### config.mk
export PLATFORM = sky130hd
export DESIGN_NAME = mean_and_stdev_engine
export DESIGN_NICKNAME = d
export VERILOG_FILES = /design/src/design/mse_pkg.sv /design/src/design/mse_datapath.sv /design/src/design/mse_ctrl.sv /design/src/design/mean_and_stdev_engine.sv
export VERILOG_INCLUDE_DIRS = /design/src /design/src/design
export SDC_FILE = /design/constraint.sdc
export NUM_CORES = 2
export LEC_CHECK = 0
export ABC_AREA = 1
export BUFFER_PORTS_ARGS = -buffer_cell sky130_fd_sc_hd__buf_4
export CAP_MARGIN = 25
export CORE_ASPECT_RATIO = 0.5
export CORE_UTILIZATION = 59
export DETAILED_ROUTE_END_ITERATION = 12
export GPL_TIMING_DRIVEN = 0
export PLACE_DENSITY = 0.79
export SYNTH_ARGS = -nofsm -noshare
export SYNTH_HDL_FRONTEND = slang
export SYNTH_SLANG_ARGS = --single-unit
### constraint.sdc
create_clock -name clk_i -period 7.7 [get_ports clk_i]
set_clock_uncertainty 0.05 [all_clocks]
set_input_delay 1.54 -clock clk_i [delete_from_list [all_inputs] [get_ports clk_i]]
set_output_delay 1.54 -clock clk_i [all_outputs]
set_load 0.05 [all_outputs]
### src/design/mean_and_stdev_engine_defines.svh
// Assertion macros shared by the mean and deviation engine modules.
`ifndef MEAN_AND_STDEV_ENGINE_DEFINES_SVH
`define MEAN_AND_STDEV_ENGINE_DEFINES_SVH

// Consequent checked in the same cycle as the antecedent.
`define MSE_ASSERT_SAME(lbl, ante, cons, msg) \
  lbl: assert property (@(posedge clk_i) disable iff (!rst_ni) (ante) |-> (cons)) \
    else $error(msg);

// Consequent checked in the cycle after the antecedent.
`define MSE_ASSERT_NEXT(lbl, ante, cons, msg) \
  lbl: assert property (@(posedge clk_i) disable iff (!rst_ni) (ante) |=> (cons)) \
    else $error(msg);

`endif

### src/design/mse_pkg.sv
// Shared types for the mean and deviation engine: controller states and datapath commands.
package mse_pkg;

  typedef enum logic [3:0] {
    ST_IDLE,
    ST_START,
    ST_MUL_N,
    ST_MUL_M_LOAD,
    ST_MUL_M,
    ST_SQRT_LOAD,
    ST_SQRT,
    ST_DIV_MEAN_LOAD,
    ST_DIV_MEAN,
    ST_DIV_SD_LOAD,
    ST_DIV_SD,
    ST_FINISH
  } ctl_state_e;

  typedef enum logic [3:0] {
    OP_NONE,
    OP_ACCUM,
    OP_CLEAR,
    OP_MUL_N_LOAD,
    OP_MUL_STEP,
    OP_MUL_M_LOAD,
    OP_SQRT_LOAD,
    OP_SQRT_STEP,
    OP_DIV_MEAN_LOAD,
    OP_DIV_STEP,
    OP_DIV_SD_LOAD,
    OP_EMIT
  } dp_op_e;

  typedef struct packed {
    dp_op_e op;
  } dp_cmd_t;

  typedef struct packed {
    logic count_zero;
    logic out_busy;
  } dp_status_t;

endpackage

### src/design/mse_datapath.sv
// Datapath: accumulators, shift-add multiplier, digit-pair square root, restoring divider.
`include "mean_and_stdev_engine_defines.svh"

module mse_datapath #(
  parameter int SAMPLE_BITS = 16,
  parameter int COUNT_BITS  = 16
) (
  input  logic                    clk_i,
  input  logic                    rst_ni,
  input  mse_pkg::dp_cmd_t        cmd_i,
  output mse_pkg::dp_status_t     status_o,
  input  logic [SAMPLE_BITS-1:0]  sample_value_i,
  input  logic                    sample_valid_i,
  output logic                    out_valid_o,
  input  logic                    out_stall_i,
  output logic [31:0]             mean_q16_o,
  output logic [31:0]             stdev_q16_o,
  output logic [15:0]             sample_count_o,
  output logic                    set_empty_o
);
  import mse_pkg::*;

  localparam int SumW  = SAMPLE_BITS + COUNT_BITS;
  localparam int MagW  = SAMPLE_BITS + COUNT_BITS - 1;
  localparam int SqW   = 2 * SAMPLE_BITS + COUNT_BITS - 2;
  localparam int ProdW = 2 * MagW;
  localparam int RootW = MagW + 16;
  localparam int RadW  = 2 * RootW;
  localparam int RemW  = RootW + 2;
  localparam int DvdW  = RootW;
  localparam int QxW   = (DvdW > 33) ? DvdW : 33;
  localparam int CxW   = (COUNT_BITS > 16) ? COUNT_BITS : 16;

  // accumulators
  logic signed [SumW-1:0]       sum_q;
  logic [SqW-1:0]               sumsq_q;
  logic [COUNT_BITS-1:0]        count_q;
  logic signed [SAMPLE_BITS-1:0] sample_s;
  logic signed [2*SAMPLE_BITS-1:0] sample_sq;

  // iterative units
  logic                         neg_q;
  logic [MagW-1:0]              mag_q;
  logic [ProdW-1:0]             mcand_q;
  logic [MagW-1:0]              mplier_q;
  logic [ProdW-1:0]             prod_q;
  logic [ProdW-1:0]             nsq_q;
  logic [RadW-1:0]              rad_q;
  logic [RemW-1:0]              rem_q;
  logic [RootW-1:0]             root_q;
  logic [DvdW-1:0]              dvd_q;
  logic [COUNT_BITS:0]          drem_q;
  logic [31:0]                  mean_q;

  // output register
  logic                         out_valid_q;
  logic [31:0]                  out_mean_q;
  logic [31:0]                  out_stdev_q;
  logic [15:0]                  out_count_q;
  logic                         out_empty_q;

  logic signed [SumW-1:0]       sum_neg;
  logic [MagW-1:0]              mag_d;
  logic [ProdW-1:0]             var_d;
  logic [RemW-1:0]              rem_t;
  logic [RemW-1:0]              trial;
  logic                         rt_ge;
  logic [COUNT_BITS:0]          drem_t;
  logic                         div_ge;
  logic [QxW-1:0]               quo_x;
  logic [31:0]                  quo_m;
  logic [31:0]                  mean_sat;
  logic [31:0]                  stdev_sat;
  logic [CxW-1:0]               count_x;
  logic [15:0]                  count_sat;
  logic                         acc_en;

  assign sample_s  = sample_value_i;
  assign sample_sq = sample_s * sample_s;
  assign acc_en    = sample_valid_i && (count_q != '1);

  assign sum_neg = -sum_q;
  assign mag_d   = sum_q[SumW-1] ? sum_neg[MagW-1:0] : sum_q[MagW-1:0];
  assign var_d   = (nsq_q >= prod_q) ? (nsq_q - prod_q) : '0;

  assign rem_t = {rem_q[RemW-3:0], rad_q[RadW-1 -: 2]};
  assign trial = {root_q, 2'b01};
  assign rt_ge = rem_t >= trial;

  assign drem_t = {drem_q[COUNT_BITS-1:0], dvd_q[DvdW-1]};
  assign div_ge = drem_t >= {1'b0, count_q};

  // saturate quotients into the 32-bit result formats
  always_comb begin
    quo_x = QxW'(dvd_q);
    if (neg_q) begin
      quo_m    = (quo_x > QxW'(33'h0_8000_0000)) ? 32'h8000_0000 : quo_x[31:0];
      mean_sat = 32'd0 - quo_m;
    end else begin
      quo_m    = (quo_x > QxW'(33'h0_7FFF_FFFF)) ? 32'h7FFF_FFFF : quo_x[31:0];
      mean_sat = quo_m;
    end
    stdev_sat = (quo_x > QxW'(33'h0_FFFF_FFFF)) ? 32'hFFFF_FFFF : quo_x[31:0];
    count_x   = CxW'(count_q);
    count_sat = (count_x > CxW'(17'h0_FFFF)) ? 16'hFFFF : count_x[15:0];
  end

  always_ff @(posedge clk_i or negedge rst_ni) begin
    if (!rst_ni) begin
      sum_q       <= '0;
      sumsq_q     <= '0;
      count_q     <= '0;
      out_valid_q <= 1'b0;
    end else begin
      if (out_valid_q && !out_stall_i && (cmd_i.op != OP_EMIT)) begin
        out_valid_q <= 1'b0;
      end
      unique case (cmd_i.op)
        OP_ACCUM: begin
          if (acc_en) begin
            sum_q   <= sum_q + SumW'(sample_s);
            sumsq_q <= sumsq_q + SqW'($unsigned(sample_sq));
            count_q <= count_q + 1'b1;
          end
        end
        OP_CLEAR: begin
          sum_q   <= '0;
          sumsq_q <= '0;
          count_q <= '0;
        end
        OP_EMIT: begin
          sum_q       <= '0;
          sumsq_q     <= '0;
          count_q     <= '0;
          out_valid_q <= 1'b1;
        end
        default: begin
        end
      endcase
    end
  end

  always_ff @(posedge clk_i) begin
    unique case (cmd_i.op)
      OP_MUL_N_LOAD: begin
        neg_q    <= sum_q[SumW-1];
        mag_q    <= mag_d;
        mcand_q  <= ProdW'(sumsq_q);
        mplier_q <= MagW'(count_q);
        prod_q   <= '0;
      end
      OP_MUL_STEP: begin
        if (mplier_q[0]) begin
          prod_q <= prod_q + mcand_q;
        end
        mcand_q  <= {mcand_q[ProdW-2:0], 1'b0};
        mplier_q <= {1'b0, mplier_q[MagW-1:1]};
      end
      OP_MUL_M_LOAD: begin
        nsq_q    <= prod_q;
        mcand_q  <= ProdW'(mag_q);
        mplier_q <= mag_q;
        prod_q   <= '0;
      end
      OP_SQRT_LOAD: begin
        rad_q  <= {var_d, 32'd0};
        rem_q  <= '0;
        root_q <= '0;
      end
      OP_SQRT_STEP: begin
        rad_q <= {rad_q[RadW-3:0], 2'b00};
        if (rt_ge) begin
          rem_q  <= rem_t - trial;
          root_q <= {root_q[RootW-2:0], 1'b1};
        end else begin
          rem_q  <= rem_t;
          root_q <= {root_q[RootW-2:0], 1'b0};
        end
      end
      OP_DIV_MEAN_LOAD: begin
        dvd_q  <= {mag_q, 16'd0};
        drem_q <= '0;
      end
      OP_DIV_STEP: begin
        drem_q <= div_ge ? (drem_t - {1'b0, count_q}) : drem_t;
        dvd_q  <= {dvd_q[DvdW-2:0], div_ge};
      end
      OP_DIV_SD_LOAD: begin
        mean_q <= mean_sat;
        dvd_q  <= root_q;
        drem_q <= '0;
      end
      OP_EMIT: begin
        // an empty set skips the arithmetic, so force its fields to zero
        out_empty_q <= (count_q == '0);
        out_mean_q  <= (count_q == '0) ? 32'd0 : mean_q;
        out_stdev_q <= (count_q == '0) ? 32'd0 : stdev_sat;
        out_count_q <= count_sat;
      end
      default: begin
      end
    endcase
  end

  assign status_o.count_zero = (count_q == '0);
  assign status_o.out_busy   = out_valid_q && out_stall_i;

  assign out_valid_o    = out_valid_q;
  assign mean_q16_o     = out_mean_q;
  assign stdev_q16_o    = out_stdev_q;
  assign sample_count_o = out_count_q;
  assign set_empty_o    = out_empty_q;

  `MSE_ASSERT_NEXT(a_emit_clears, cmd_i.op == OP_EMIT, (count_q == '0) && (sum_q == '0) && out_valid_q, "emit did not clear the set")
  `MSE_ASSERT_SAME(a_empty_zero, out_valid_q && out_empty_q, (out_mean_q == 32'd0) && (out_stdev_q == 32'd0) && (out_count_q == 16'd0), "empty result carries nonzero fields")

endmodule

### src/design/mse_ctrl.sv
// Controller: item handshake, enable register and the sequence of the end-of-set computation.
`include "mean_and_stdev_engine_defines.svh"

module mse_ctrl #(
  parameter int SAMPLE_BITS = 16,
  parameter int COUNT_BITS  = 16
) (
  input  logic                 clk_i,
  input  logic                 rst_ni,
  input  logic                 in_valid_i,
  output logic                 in_stall_o,
  input  logic                 set_last_i,
  input  logic                 cfg_valid_i,
  output logic                 cfg_ready_o,
  input  logic                 cfg_data_i,
  output mse_pkg::dp_cmd_t     cmd_o,
  input  mse_pkg::dp_status_t  status_i
);
  import mse_pkg::*;

  localparam int MagW = SAMPLE_BITS + COUNT_BITS - 1;
  localparam int DvdW = MagW + 16;
  localparam int CntW = $clog2(DvdW);

  ctl_state_e      state_q, state_d;
  logic [CntW-1:0] cnt_q, cnt_d;
  logic            en_q;
  logic            accept;
  logic            cnt_done;

  assign accept   = in_valid_i && !in_stall_o;
  assign cnt_done = (cnt_q == '0);

  assign cfg_ready_o = 1'b1;

  always_ff @(posedge clk_i or negedge rst_ni) begin
    if (!rst_ni) begin
      en_q <= 1'b1;
    end else if (cfg_valid_i && cfg_ready_o) begin
      en_q <= cfg_data_i;
    end
  end

  always_ff @(posedge clk_i or negedge rst_ni) begin
    if (!rst_ni) begin
      state_q <= ST_IDLE;
      cnt_q   <= '0;
    end else begin
      state_q <= state_d;
      cnt_q   <= cnt_d;
    end
  end

  // next state and iteration count
  always_comb begin
    state_d = state_q;
    cnt_d   = cnt_done ? cnt_q : cnt_q - 1'b1;
    unique case (state_q)
      ST_IDLE: begin
        if (accept && set_last_i && en_q) begin
          state_d = ST_START;
        end
      end
      ST_START: begin
        if (status_i.count_zero) begin
          state_d = ST_FINISH;
        end else begin
          state_d = ST_MUL_N;
          cnt_d   = CntW'(COUNT_BITS - 1);
        end
      end
      ST_MUL_N: begin
        if (cnt_done) begin
          state_d = ST_MUL_M_LOAD;
        end
      end
      ST_MUL_M_LOAD: begin
        state_d = ST_MUL_M;
        cnt_d   = CntW'(MagW - 1);
      end
      ST_MUL_M: begin
        if (cnt_done) begin
          state_d = ST_SQRT_LOAD;
        end
      end
      ST_SQRT_LOAD: begin
        state_d = ST_SQRT;
        cnt_d   = CntW'(DvdW - 1);
      end
      ST_SQRT: begin
        if (cnt_done) begin
          state_d = ST_DIV_MEAN_LOAD;
        end
      end
      ST_DIV_MEAN_LOAD: begin
        state_d = ST_DIV_MEAN;
        cnt_d   = CntW'(DvdW - 1);
      end
      ST_DIV_MEAN: begin
        if (cnt_done) begin
          state_d = ST_DIV_SD_LOAD;
        end
      end
      ST_DIV_SD_LOAD: begin
        state_d = ST_DIV_SD;
        cnt_d   = CntW'(DvdW - 1);
      end
      ST_DIV_SD: begin
        if (cnt_done) begin
          state_d = ST_FINISH;
        end
      end
      ST_FINISH: begin
        if (!status_i.out_busy) begin
          state_d = ST_IDLE;
        end
      end
      default: begin
        state_d = ST_IDLE;
      end
    endcase
  end

  // commands and handshake
  always_comb begin
    in_stall_o = 1'b1;
    cmd_o.op   = OP_NONE;
    unique case (state_q)
      ST_IDLE: begin
        in_stall_o = 1'b0;
        if (in_valid_i) begin
          // drop the set outright when results are off
          cmd_o.op = (set_last_i && !en_q) ? OP_CLEAR : OP_ACCUM;
        end
      end
      ST_START:         cmd_o.op = OP_MUL_N_LOAD;
      ST_MUL_N:         cmd_o.op = OP_MUL_STEP;
      ST_MUL_M_LOAD:    cmd_o.op = OP_MUL_M_LOAD;
      ST_MUL_M:         cmd_o.op = OP_MUL_STEP;
      ST_SQRT_LOAD:     cmd_o.op = OP_SQRT_LOAD;
      ST_SQRT:          cmd_o.op = OP_SQRT_STEP;
      ST_DIV_MEAN_LOAD: cmd_o.op = OP_DIV_MEAN_LOAD;
      ST_DIV_MEAN:      cmd_o.op = OP_DIV_STEP;
      ST_DIV_SD_LOAD:   cmd_o.op = OP_DIV_SD_LOAD;
      ST_DIV_SD:        cmd_o.op = OP_DIV_STEP;
      ST_FINISH: begin
        if (!status_i.out_busy) begin
          cmd_o.op = OP_EMIT;
        end
      end
      default: begin
        cmd_o.op = OP_NONE;
      end
    endcase
  end

  `MSE_ASSERT_SAME(a_emit_free, cmd_o.op == OP_EMIT, !status_i.out_busy, "emit while output register is held")
  `MSE_ASSERT_NEXT(a_last_starts, accept && set_last_i && en_q, state_q == ST_START, "last item did not start the computation")
  `MSE_ASSERT_NEXT(a_empty_skips, (state_q == ST_START) && status_i.count_zero, state_q == ST_FINISH, "empty set did not skip the arithmetic")

endmodule

### src/design/mean_and_stdev_engine.sv
// Top level of the population mean and standard deviation engine.
//
// Usage: samples enter on the input channel (in_valid_i / in_stall_o), one item per
// cycle while the engine is collecting; sample_valid_i = 0 makes an item a bare marker
// and set_last_i closes the data set. Results leave on the output channel
// (out_valid_o / out_stall_i), one item per finished set, with mean and deviation in
// Q.16. stats_enable is written through cfg_valid_i / cfg_ready_o / cfg_data_i.
// An item without set_last is accepted without stalling the input. A set_last item stalls
// the input while the shift-add multiplier, square-root unit and restoring divider
// iterate one bit or one bit pair per cycle; an empty set skips that arithmetic. The
// result sits in an output register: collection of the next set proceeds while the
// receiver stalls, and only a later set_last waits for that register to drain.
// Reset clears the running count, sum and sum of squares, empties the output register
// and sets stats_enable to 1.
module mean_and_stdev_engine #(
  parameter int SAMPLE_BITS = 16,
  parameter int COUNT_BITS  = 16
) (
  input  logic                   clk_i,
  input  logic                   rst_ni,
  input  logic                   in_valid_i,
  output logic                   in_stall_o,
  input  logic [SAMPLE_BITS-1:0] sample_value_i,
  input  logic                   sample_valid_i,
  input  logic                   set_last_i,
  output logic                   out_valid_o,
  input  logic                   out_stall_i,
  output logic [31:0]            mean_q16_o,
  output logic [31:0]            stdev_q16_o,
  output logic [15:0]            sample_count_o,
  output logic                   set_empty_o,
  input  logic                   cfg_valid_i,
  output logic                   cfg_ready_o,
  input  logic                   cfg_data_i
);
  import mse_pkg::*;

  dp_cmd_t    cmd;
  dp_status_t status;

  mse_ctrl #(
    .SAMPLE_BITS (SAMPLE_BITS),
    .COUNT_BITS  (COUNT_BITS)
  ) u_ctrl (
    .clk_i       (clk_i),
    .rst_ni      (rst_ni),
    .in_valid_i  (in_valid_i),
    .in_stall_o  (in_stall_o),
    .set_last_i  (set_last_i),
    .cfg_valid_i (cfg_valid_i),
    .cfg_ready_o (cfg_ready_o),
    .cfg_data_i  (cfg_data_i),
    .cmd_o       (cmd),
    .status_i    (status)
  );

  mse_datapath #(
    .SAMPLE_BITS (SAMPLE_BITS),
    .COUNT_BITS  (COUNT_BITS)
  ) u_datapath (
    .clk_i          (clk_i),
    .rst_ni         (rst_ni),
    .cmd_i          (cmd),
    .status_o       (status),
    .sample_value_i (sample_value_i),
    .sample_valid_i (sample_valid_i),
    .out_valid_o    (out_valid_o),
    .out_stall_i    (out_stall_i),
    .mean_q16_o     (mean_q16_o),
    .stdev_q16_o    (stdev_q16_o),
    .sample_count_o (sample_count_o),
    .set_empty_o    (set_empty_o)
  );

endmodule
==> summary by stage <==
GRT
met2 is the most crowded layer. The wire length of the first global-routing pass is 263000 µm. Global routing used 50.0% of the available met1 tracks. The number of antenna violations at the first check in global routing came to 7. The met2 usage is 55.6%. For this run, global-route usage on met3 was measured as 7.01%. The combined global-route utilization of all metal layers is 35.7%.

Entering global routing, the biggest net connects 67 pins. The total overflow left after global routing is 0. The via count of the first global-routing pass is 46.7k.

STA
Dividing the final minimum period by the clock period gives 101%. Setup repair after global routing could not meet its margin everywhere. The final number of setup-violating endpoints is 9. The number of endpoints with negative hold slack in the final report is 0.

The final count of pins violating max slew is 0. For the pin with the worst max-slew slack, the measured transition is 1.00 ns. The worst max-slew margin expressed relative to the limit is 32.6%. The worst hold slack across all endpoints is 0.446 ns. After layout, the worst setup slack is -0.0890 ns.

The timing-limited maximum frequency is 128 MHz. The final critical delay including setup and external delays is 7.79 ns.

Placement
Routability-driven placement finished with a final weighted congestion of 1.08. After detailed placement, the design holds a cell count of 8444. The HPWL reported at the end of detailed placement is 140000 µm. The count of port buffers added during placement is 106.

Routing
The starting DRC count in detailed routing is 5631. The routed wire length is 176000 µm. The number of nets with antenna violations after detailed routing is 0. The detailed router placed 50.2k vias in this run. The per-cell via count in the routed design is 5.81. After detailed routing, the average wire length per cell comes to 20.4 µm.

The first detailed-routing pass ran for 6 iterations. After detailed routing, the number of remaining DRC violations is 0.

Cells and area
The area used by sequential logic in the layout is 0.0201 mm². The library cells used most frequently in the layout, excluding fill and tap cells, are 1432 x sky130_fd_sc_hd__nand2_1, 1212 x sky130_fd_sc_hd__inv_1, 810 x sky130_fd_sc_hd__nor2_1, 581 x sky130_fd_sc_hd__edfxtp_1, 429 x sky130_fd_sc_hd__a21oi_1. The area occupied by multi-input gates is 0.0317 mm². For this run, the share of the core covered by cells in the final layout is 67.8%. The final instance count without filler cells is 8632. The share of layout cells above drive strength 1 is 10.5%. The layout has 7826 filler cells. Leaving out fill and tap cells, the most frequent cell in the layout is sky130_fd_sc_hd__nand2_1. The layout overhead on the synthesized area is 13.6%. The final layout contains 7933 nets.

Synth
The number of flops mapped to enable cells by yosys is 581. The cell area after synthesis is 0.0557 mm². The number of nets in the synthesized netlist is 7678.

The cell accounting for the most synthesized area is sky130_fd_sc_hd__edfxtp_1. Of the post-synthesis cell area, the dominant cell type holds 31.3%. The post-synthesis register bit count is 687. The synthesized area divided by synthesized cell count is 7.88 µm². The count of distinct cell types in the synthesized netlist is 67. For this run, the register share of the synthesized area comes to 36.1%. In the synthesized netlist the async set-or-reset flop fraction comes to 15.4%. The number of warning messages in the yosys log is 0. Synthesis produced 7067 cells. Among all flip-flop cells after synthesis, the most frequent one is sky130_fd_sc_hd__edfxtp_1. Sorting the synthesized cells by area gives the leading types as sky130_fd_sc_hd__edfxtp_1 31%, sky130_fd_sc_hd__nand2_1 10%, sky130_fd_sc_hd__fa_1 8.7%.

Floorplan
The area enclosed by the die boundary is 0.0957 mm². For this configuration, the core starts out at a cell density of 59.7%. The standard cell core area is 0.0932 mm². The y dimension of the die is 219 µm. The horizontal extent of the die is 436 µm. The number of standard-cell rows in the floorplan is 79. 108 I/O pins were placed.

Flow run
The number of max-cap violations is 0.

CTS
The clock drives 687 sinks. The CTS tree is yes. The TritonCTS buffer count is 69. The clock insertion delay at the later pin of the skew report is 0.68 ns.

The maximum root-to-sink buffer count is 3. The H-tree level count is 3. For this design, the CTS-stage hold fixing added 0 buffers.

The tree is rooted in a sky130_fd_sc_hd__clkbuf_16. The clock transition at the register clock pins on the worst setup and hold paths after CTS is 0.07 ns.

Setup path
The biggest fanout along the worst timing path is 7. The class of the most critical setup path is primary input to flop. The type of element launching the critical path is a primary input.

In this run the critical register-to-register path is launched from u_datapath.dvd_q[46]. The endpoint of the worst register-to-register path is u_datapath.mean_q[24]. The data required time at the worst endpoint is 8.20 ns. The slowest cell on the critical path is sky130_fd_sc_hd__fa_1.

In this design, the stage delay of the slowest critical-path cell is 0.59 ns. The signal arrival time at the worst endpoint is 8.29 ns. The worst setup path is captured at a flop. The minimum setup slack among reg-to-reg paths is 4.09 ns. The worst reg2reg path depth is 17.

Status
The flow ran to the end, but the final reports show violations. The checks that failed: setup timing.

Hold path
The path class of the lowest-slack min-delay path is flop to flop. The path with the worst hold slack has its endpoint at u_datapath.mag_q[0]. The count of cells along the worst hold path is 0. The startpoint of the tightest hold check path is u_datapath.sum_q[0].
[layout make-up]
class	count	share of cell area, %
multi-input cells	4939	50.1
flip-flops and latches	687	31.8
inverters	1269	7.58
repair buffers	197	2.99
clock buffers	80	2.84
well taps	1255	2.48
plain buffers	159	1.72
clock inverters	44	0.499
diodes	2	0.00791
[cells in the mapped netlist, drive strengths merged, types with 3 or more instances]
cell and number:
a31oi 47, a211oi 5, o21bai 50, inv 1266, nand4 39, o21ai 477
a22oi 18, xnor2 94, o41ai 31, fa 241, nand2 1499, o211ai 48
dfrtp 105, a21o 44, o31ai 7, o2111ai 3, a22o 8, edfxtp 581
a21boi 21, clkbuf 95, xor2 103, clkinv 3, buf 77, nor3 79
or2 16, ha 346, and2 4, nor4 31, o22ai 43, nand3 263
o21a 29, a21oi 476, o221ai 19, nand3b 16, nor2 865, and3 8
[how the worst max path moves through the flow]
stage,startpoint,cells after the start,endpoint,slack (ns)
2_1_floorplan,sample_value_i[3],33,u_datapath.sumsq_q[39],-0.24
3_3_place_gp,sample_value_i[15],33,u_datapath.sumsq_q[39],-1.43
3_5_place_dp,sample_value_i[15],33,u_datapath.sumsq_q[39],-1.49
4_1_cts,sample_value_i[6],30,u_datapath.sumsq_q[37],0.004
5_1_grt,sample_value_i[6],35,u_datapath.sumsq_q[39],-0.26
6_report,sample_value_i[6],34,u_datapath.sumsq_q[39],-0.09
[critical path: cells and delay by family]
family,cells,cell delay (ns)
AND/OR/NAND/NOR,8,0.98
AO/OA/AOI/OAI,6,0.82
adder cells (fa/ha/maj),8,3.81
XOR/XNOR,1,0.17
buffers and inverters,11,0.96
[kinds of logic after synthesis]
kind of cell | count (synthesis) | share of synthesized area [%]
AO/OA/AOI/OAI | 1333 | 13.7
XOR/XNOR | 197 | 3.10
adder cells (fa/ha/maj) | 587 | 16.4
buffers and inverters | 1441 | 10.1
flip-flops | 687 | 36.1
other | 1 | 0.00673
AND/OR/NAND/NOR | 2821 | 20.6
[metrics by stage]
stage	setup WS, ns	setup TNS [ns]	instance area (µm²)
after global routing	-0.265	-3.89	63200
after detailed placement	-1.49	-35.86	58900
final	-0.0890	-0.349	63200
after global placement	-1.43	-138.80	58500
after floorplan	-0.237	-1.19	56200
after CTS	0.00370	0	61700
[state kept, by name (all words and copies together) (netlist names), 32 cells and up]
register,cells
u_datapath.sum_q,32
u_datapath.prod_q,62
u_datapath.mean_q,32
u_datapath.stdev_q16_o,32
u_datapath.dvd_q,47
u_datapath.rad_q,62
u_datapath.mcand_q,62
u_datapath.rem_q,47
u_datapath.sumsq_q,46
u_datapath.root_q,47
u_datapath.mean_q16_o,32
u_datapath.nsq_q,62
[metal layers]
metal | vias up | wire (µm)
met2 | 2565 | 77100
li1 | 23600 | -
met1 | 23600 | 73500
met4 | 8 | 6790
met5 | - | 60
met3 | 425 | 18800
[repair_timing]
action,4_1_cts,5_1_grt
gates resized for setup,121,290
cloned,2,1
buffers inserted,23,49
pin swaps,62,143
endpoints found under the setup margin,29,30
Power is left out: the tool's default activity adds up to more than one toggle a clock period on the data nets, which glitch-free logic cannot reach.
